**config.mk**
```make
export PLATFORM = sky130hd
export DESIGN_NAME = rxmb_ram
export DESIGN_NICKNAME = d
export VERILOG_FILES = /design/src/rtl/core/rxmb_ram.sv
export SDC_FILE = /design/constraint.sdc
export NUM_CORES = 1
export LEC_CHECK = 0
export BUFFER_PORTS_ARGS = -buffer_cell sky130_fd_sc_hd__buf_2
export CORE_MARGIN = 1.5
export CORE_UTILIZATION = 30
export CTS_CLUSTER_DIAMETER = 80
export DETAILED_ROUTE_END_ITERATION = 8
export PLACE_DENSITY_LB_ADDON = 0.15
export SYNTH_ARGS = -nofsm -noshare
export SYNTH_HDL_FRONTEND = slang
export SYNTH_SLANG_ARGS = --single-unit
```
**constraint.sdc**
```tcl
create_clock -name clk -period 2.3 [get_ports clk]
set_clock_uncertainty 0.05 [all_clocks]
set_input_delay 0.46 -clock clk [delete_from_list [all_inputs] [get_ports clk]]
set_output_delay 0.46 -clock clk [all_outputs]
set_load 0.1 [all_outputs]
```
**src/rtl/core/rxmb_ram.sv**
```systemverilog
// Generic single-port-write, one-read synchronous RAM with a registered read.
// Depends on nothing.
`default_nettype none
module rxmb_ram #(
    parameter int unsigned WIDTH = 8,
    parameter int unsigned DEPTH = 64
) (
    input  wire logic                     clk,
    input  wire logic                     wr_en,
    input  wire logic [$clog2(DEPTH)-1:0] wr_addr,
    input  wire logic [WIDTH-1:0]         wr_data,
    input  wire logic [$clog2(DEPTH)-1:0] rd_addr,
    output logic      [WIDTH-1:0]         rd_data
);
    logic [WIDTH-1:0] mem [DEPTH];

    always_ff @(posedge clk)
    begin
        if (wr_en)
        begin
            mem[wr_addr] <= wr_data;
        end
        rd_data <= mem[rd_addr];
    end
endmodule
`default_nettype wire

```
==> Yosys cells after proc, flatten, opt, wreduce, memory -nomap -nowiden <==
Memories as Yosys holds them, arrays and structs flattened. A register that Yosys moved wholly into a read port is not among the register bits.
Index checks and enable logic that the tools add are counted.
{ "totals": {"memories": 1, "output_inout_bits": 8, "elab_cells": 3, "reg_bits": 0, "in_bits": 22, "ramBits": 512} }
{ "op_classes": {"muxes": 2} }
{ "memory_table": {"columns": ["memory", "depth", "word_bits", "rd", "rd_ports_with_merged_regs", "write_ports", "line", "rtl"], "rows": [
  ["mem", 64, 8, 1, 1, 1, "15", "logic [WIDTH-1:0] mem [DEPTH];"]
]} }
{ "ops": {"columns": ["cell", "count"], "rows": [
  ["1-bit 2-to-1 mux", 2]
]} }

==> Depth between registers and ports, before layout <==
Gate-level depths: netlist (run 1).
{ "logic_depth": {"word_depth": 2, "mapped_depth": 9, "mapped_depth_nobuf": 5} }

==> Least setup slack after synthesis (run 1) <==
OpenSTA, ideal clock, no wires.
{ "synth_timing": {"path_kind": "in2reg", "from": "in rd_addr[1]", "to": "reg rd_data[3], read port of mem", "cell_stages": 7, "t_required_ns": 2.122, "t_arrival_ns": 2.000, "slack_ns": 0.122, "path_buffers": 3, "setup_ns": 0.128, "path_cell_list": "buf_4 -> buf_2 -> buf_2 -> mux4_2 -> mux4_2 -> o21ai_1 -> o41ai_1"} }
{ "synth_lines": {"columns": ["item", "line", "rtl"], "rows": [
  ["start, declared", "12", "input wire logic [$clog2(DEPTH)-1:0] rd_addr,"],
  ["end, declared", "13", "output logic [WIDTH-1:0] rd_data"]
]} }

==> results of run 1 <==
==> routing by layer <==
metal	track usage, %	share of wire, %	wire length (µm)	up-vias
met5	0	0.063	33	-
met4	4.26	2.1	1120	6
met3	2.92	5.1	2670	77
met2	24.4	47	24600	237
met1	21.1	46	23800	5283
li1	-	-	-	4367
==> cells in the final DEF (no fill, tap or decap), types with 3 or more instances in the layout <==
| master | Yosys | final |
|---|---|---|
| clkbuf_16 | 0 | 58 |
| clkinv_2 | 0 | 12 |
| mux2_2 | 13 | 13 |
| a22oi_1 | 3 | 3 |
| a211oi_1 | 4 | 4 |
| o22ai_1 | 8 | 8 |
| o2bb2ai_1 | 3 | 3 |
| clkbuf_1 | 17 | 9 |
| nand2_1 | 19 | 19 |
| mux4_2 | 126 | 126 |
| nand3b_1 | 3 | 3 |
| edfxtp_1 | 512 | 512 |
| buf_2 | 11 | 26 |
| clkinv_1 | 0 | 18 |
| buf_4 | 13 | 163 |
| bufinv_16 | 0 | 5 |
| nand2b_1 | 7 | 7 |
| o221ai_1 | 8 | 8 |
| nand3_1 | 13 | 13 |
| mux2i_1 | 23 | 23 |
| nor3_1 | 7 | 7 |
| nor2_1 | 83 | 83 |
| buf_12 | 2 | 18 |
| nor2b_1 | 14 | 14 |
| a21oi_1 | 3 | 3 |
| dfxtp_1 | 8 | 8 |
| o2111ai_1 | 3 | 3 |
| a221oi_1 | 6 | 6 |
==> flip-flops by register name, summed over array words and instances, names as in the netlist <==
| register | cells |
|---|---|
| mem | 512 |
| rd_data | 8 |
==> kinds of logic after synthesis <==
group / after synthesis / share of synthesized area (%)
DFF: 520 / 77.0
muxes: 162 / 15.9
and+or+nand+nor: 153 / 3.39
AOI/OAI and AO/OA: 54 / 2.07
buffers and inverters: 51 / 1.57
==> worst max-delay path, stage by stage (launching register included) <==
cell,delay [ps]
edfxtp_1,370
mux4_2,470
mux2_2,270
o221a_2,300
nor3_1,220
buf_4,200
o32ai_1,100
==> stage by stage <==
stage	util [%]	instance area [µm²]	hold WS, ps
detailed placement	34.3	22700	803
floorplan	-	20200	509
global route	37.0	24400	172
CTS	37.0	24400	161
finish	37.0	24500	193
global placement	34.3	22700	781
==> area by class of cell <==
cell class                 instances  area (µm²)  area share, %
timing repair buffer             208        1730           7.07
clock buffer                      67        1490           6.07
tap                              864        1080           4.42
sequential                       520       15500           63.5
antenna                            2        5.00         0.0205
multi-input combinational        369        4320           17.6
clock inverter                    37         302           1.23
==> worst max-delay path by stage <==
stage / depth (start not counted) / to / slack [ps]
6_report: 6 / rd_data[4] / 180
5_1_grt: 6 / rd_data[4] / 140
4_1_cts: 5 / rd_data[2] / 210
3_5_place_dp: 9 / rd_data[2] / -320
3_3_place_gp: 9 / rd_data[0] / -320
2_1_floorplan: 7 / rd_data[3] / 120
==> power by group <==
group / internal (mW) / switching, mW / total, mW / leakage [nW]
combinational: 0.506 / 0.796 / 1.30 / 2.38
clock: 5.13 / 3.65 / 8.77 / 0.878
sequential: 10.5 / 0.0327 / 10.5 / 4.67
==> run_results.csv, run 1 <==
group,metric,value,unit
status,status,"complete, no violations",
pwr,irDropWorstVdd,521,µV
final_layout,area_delta_synth_final,21.2,%
synth,synth_top_cells_by_count,"512 x edfxtp_1, 126 x mux4_2, 83 x nor2_1, 23 x mux2i_1, 19 x nand2_1",
sta,setup_ws,182,ps
clocking,cts-root-buf,"clkbuf_16",
critical_path,startpoint,"mem[29][4]",
placed_design,placed_cells,1961,
synth,yosys_register_bits,520,
clocking,cts_num_sinks,520,
synth,syn_area,0.0202,mm²
clocking,path_clk_slew,60,ps
floorplan,die-height,262,µm
flow_run,max-cap-violations,0,
critical_path,critPathCaptureType,"register",
sta,hold_viol,0,
global_routing,grt_antenna_before_repair,3,
final_layout,finalNonFillerCells,2067,
detailed_routing,drt-total-wl,52200,µm
final_layout,layout.nets,1177,
floorplan,die_w,262,µm
global_routing,grt_pass1_vias,10530,
floorplan,coreArea,0.0661,mm²
critical_path,r2r.worst_path.cells,6,
sta,finalCritPeriodShare,92.1,%
placed_design,gp_congestion,0.790,
clocking,clock_latency,610,ps
sta,setup_viol,0,
floorplan,die-area,0.0688,mm²
clocking,clockBufferDepth,3,
synth,synth_edf_count,512,
pwr,p_leak,7.93,nW
hold_path,hold_start,"rd_addr[5]",
detailed_routing,dr.pass1.iters,5,
detailed_routing,drcViolationCount,0,
hold_path,hold_end,"rd_data[6]",
synth,yosysMostFrequentCell,"edfxtp_1",
clocking,cts_buffers,56,
critical_path,timing.rr.end,"rd_data[4]",
detailed_routing,drtIter0Drc,753,
synth,ys_seq_area_share,77.0,%
synth,synth_area_leaders,"edfxtp_1 76%, mux4_2 14%, nor2_1 1.5%",
global_routing,grt_start_max_net_pins,65,
sta,worst_slew_pin_slew,913,ps
critical_path,crit_fanout,1,
hold_path,min_path_cells,2,
pwr,p_total,20.6,mW
synth,synth_warnings,0,
placed_design,portBuffers,29,
synth,ys_types,40,
critical_path,r2r_slack,180,ps
synth,yosysTopAreaCell,"edfxtp_1",
sta,period_needed,2120,ps
detailed_routing,routed_via_density,4.82,
final_layout,fillers,6119,
final_layout,drive_above_1_share,35.5,%
hold_path,holdCritPathClass,"input port to register",
synth,netlist_instances,940,
synth,synth.avg_cell_area,21.5,µm²
clocking,h-tree-depth,2,
critical_path,worstPathRequired,2720,ps
clocking,postCtsHoldBufs,0,
floorplan,initial_core_util,30.5,%
detailed_routing,dr_total_vias,9970,
critical_path,rr_startpoint,"mem[29][4]",
detailed_routing,routedWlPerCell,25.2,µm
synth,synth_ff_type,"edfxtp_1",
global_routing,grt_overflow_total,0,
pwr,p_per_area,842,mW/mm²
global_routing,grt_pass1_wl,75300,µm
sta,rsz0062_at_grt,"no",
placed_design,preCtsSetupSlack,-320,ps
synth,synth_top_area_share,76.2,%
global_routing,gr-usage-all-layers,15.2,%
synth,syn_nets,962,
floorplan,ios,30,
clocking,tritoncts,"done",
detailed_routing,ant_nets,0,
sta,fin_setup_tns,0,ps
sta,worst_slew_margin_rel,39.2,%
sta,slew_viol_final,0,
critical_path,critical_path_class,"register to register",
critical_path,timing.critical_path.from_type,"register",
floorplan,rows,94,
synth,synthArstFlopShare,0,%
critical_path,cp.arrival,2540,ps
sta,fmax,0.472,GHz
placed_design,place_hpwl,34100,µm
clocking,postCtsResizedCells,0,
clocking,postCtsSetupBuffers,0,
Power figures use the tool's default switching activity.
==> inputs of run 2 (changes only) <==
--- a/config.mk
+++ b/config.mk
@@ -10,7 +10,6 @@
 export CORE_UTILIZATION = 30
 export CTS_CLUSTER_DIAMETER = 80
 export DETAILED_ROUTE_END_ITERATION = 8
-export PLACE_DENSITY_LB_ADDON = 0.15
 export SYNTH_ARGS = -nofsm -noshare
 export SYNTH_HDL_FRONTEND = slang
 export SYNTH_SLANG_ARGS = --single-unit
==> run_results.csv, run 2 (synthesis results as in run 1) <==
group,metric,value,unit
status,status,"complete, no violations",
detailed_routing,ant_nets,0,
final_layout,largestRegisters,"mem: 512 flops, rd_data: 8 flops",
hold_path,hold_start,"rd_addr[5]",
sta,worst_slew_pin_slew,636,ps
final_layout,area_delta_synth_final,20.0,%
detailed_routing,dr.pass1.iters,5,
detailed_routing,dr_total_vias,10093,
critical_path,crit_chain,"mux4_2 > mux2_2 > a221oi_1 > buf_4 > o2bb2ai_1",
sta,fin_setup_tns,0,ps
critical_path,r2r_slack,190,ps
global_routing,grt_antenna_before_repair,6,
clocking,path_clk_slew,60,ps
placed_design,placed_area,0.0225,mm²
critical_path,critPathCaptureType,"register",
sta,setup_viol,0,
pwr,p_total,20.2,mW
placed_design,place_hpwl,30700,µm
floorplan,die-height,262,µm
floorplan,coreArea,0.0661,mm²
sta,fmax,0.473,GHz
final_layout,final_common_cell,"edfxtp_1",
pwr,irDropWorstVdd,505,µV
critical_path,timing.critical_path.from_type,"register",
global_routing,grt_pass1_vias,10511,
critical_path,timing.rr.end,"rd_data[0]",
global_routing,gr-usage-all-layers,14.0,%
critical_path,r2r.worst_path.cells,5,
hold_path,min_path_cells,3,
floorplan,initial_core_util,30.5,%
clocking,cts-root-buf,"clkbuf_16",
critical_path,cp_slowest_stage_delay,520,ps
detailed_routing,routedWlPerCell,23.4,µm
clocking,tritoncts,"done",
clocking,postCtsSetupBuffers,0,
critical_path,worstPathRequired,2740,ps
pwr,p_sw_share,21.4,%
final_layout,drive_above_1_share,34.4,%
final_layout,layout.nets,1151,
critical_path,cp.arrival,2550,ps
final_layout,fin_util,36.6,%
critical_path,cpMaxStageDelayCell,"a221oi_1",
final_layout,mostFrequentLayoutCells,"512 x edfxtp_1, 140 x buf_4, 126 x mux4_2",
floorplan,ios,30,
critical_path,rr_startpoint,"mem[46][0]",
critical_path,crit_fanout,1,
critical_path,cp_top_family,"multiplexers",
critical_path,critical_path_class,"register to register",
final_layout,multi_input_area,0.00432,mm²
detailed_routing,drcViolationCount,0,
final_layout,largest_reg_flops,512,
critical_path,startpoint,"mem[46][0]",
clocking,cts_num_sinks,520,
pwr,seqPwrFrac,52.0,%
clocking,clock_latency,600,ps
detailed_routing,drt-total-wl,47700,µm
sta,hold_viol,0,
global_routing,grt_pass1_wl,71200,µm
floorplan,die_w,262,µm
pwr,p_leak,7.80,nW
sta,worst_slew_margin_rel,57.6,%
clocking,h-tree-depth,2,
final_layout,design_area,0.0242,mm²
final_layout,antenna_cells,0,
clocking,postCtsHoldBufs,0,
global_routing,grt_overflow_total,0,
pwr,p_per_area,837,mW/mm²
final_layout,fillers,6059,
placed_design,portBuffers,29,
sta,rsz0062_at_grt,"no",
critical_path,cp.depth,5,
placed_design,preCtsSetupSlack,-279,ps
clocking,clockBufferDepth,3,
detailed_routing,routed_via_density,4.96,
placed_design,gp_congestion,0.799,
sta,period_needed,2110,ps
pwr,combPwrFrac,6.1,%
hold_path,holdCritPathClass,"input port to register",
clocking,cts_buffers,52,
sta,setup_ws,185,ps
final_layout,top_register,"mem",
sta,slew_viol_final,0,
pwr,clockPowerShare,41.8,%
final_layout,seq_area,0.0155,mm²
pwr,p_int,15.9,mW
sta,finalCritPeriodShare,91.9,%
floorplan,die-area,0.0688,mm²
critical_path,critPathBufInv,1,
floorplan,rows,94,
hold_path,hold_end,"rd_data[1]",
global_routing,grt_start_max_net_pins,65,
detailed_routing,drtIter0Drc,1014,
pwr,netSwitchingPower,4.34,mW
flow_run,max-cap-violations,0,
clocking,postCtsResizedCells,0,
-- run 2: cell count changes in the layout (fill, tap and decap cells not counted), sizes merged --
cell / change
buf: -22
bufinv: +1
clkbuf: -3
clkinv: -7
diode: -2
inv: +2
-- run 2: worst max path at each step --
stage	endpoint	slack [ps]
finish	rd_data[0]	190
global route	rd_data[0]	140
CTS	rd_data[0]	170
detailed placement	rd_data[0]	-280
global placement	rd_data[0]	-230
floorplan	rd_data[3]	120
-- run 2: routing by layer --
metal	vias to the layer above	wire, µm	global-route usage, %
li1	4312	-	-
met2	371	21900	21.5
met3	81	3830	3.42
met5	-	63	0
met4	8	1060	4.20
met1	5321	20800	19.7
-- run 2: metrics by stage --
| stage | cells | hold slack, ps |
|---|---|---|
| 2_1_floorplan | 940 | 509 |
| 3_3_place_gp | 1939 | 757 |
| 3_5_place_dp | 1939 | 758 |
| 4_1_cts | 2036 | 242 |
| 5_1_grt | 2036 | 271 |
| 6_report | 2036 | 272 |
-- run 2: final cells by class --
cell class | instances | share of cell area (%)
Sequential cell | 520 | 64.2
Clock buffer | 64 | 5.73
Clock inverter | 33 | 1.28
Multi-Input combinational cell | 369 | 17.8
Timing Repair Buffer | 186 | 6.51
Tap cell | 864 | 4.47
-- run 2: worst min-delay path: stages --
cell and delay (ps):
buf_2 220, nand2_1 120, o2bb2ai_1 60
-- run 2: power groups by stage --
stage	clock network (mW)	registers (mW)	logic, mW
6_report	8.47	10.5	1.24
3_5_place_dp	0	10.7	1.26
3_3_place_gp	0	10.7	1.24
5_1_grt	8.97	10.5	1.32
2_1_floorplan	0	10.8	0.559
4_1_cts	8.62	10.5	1.26
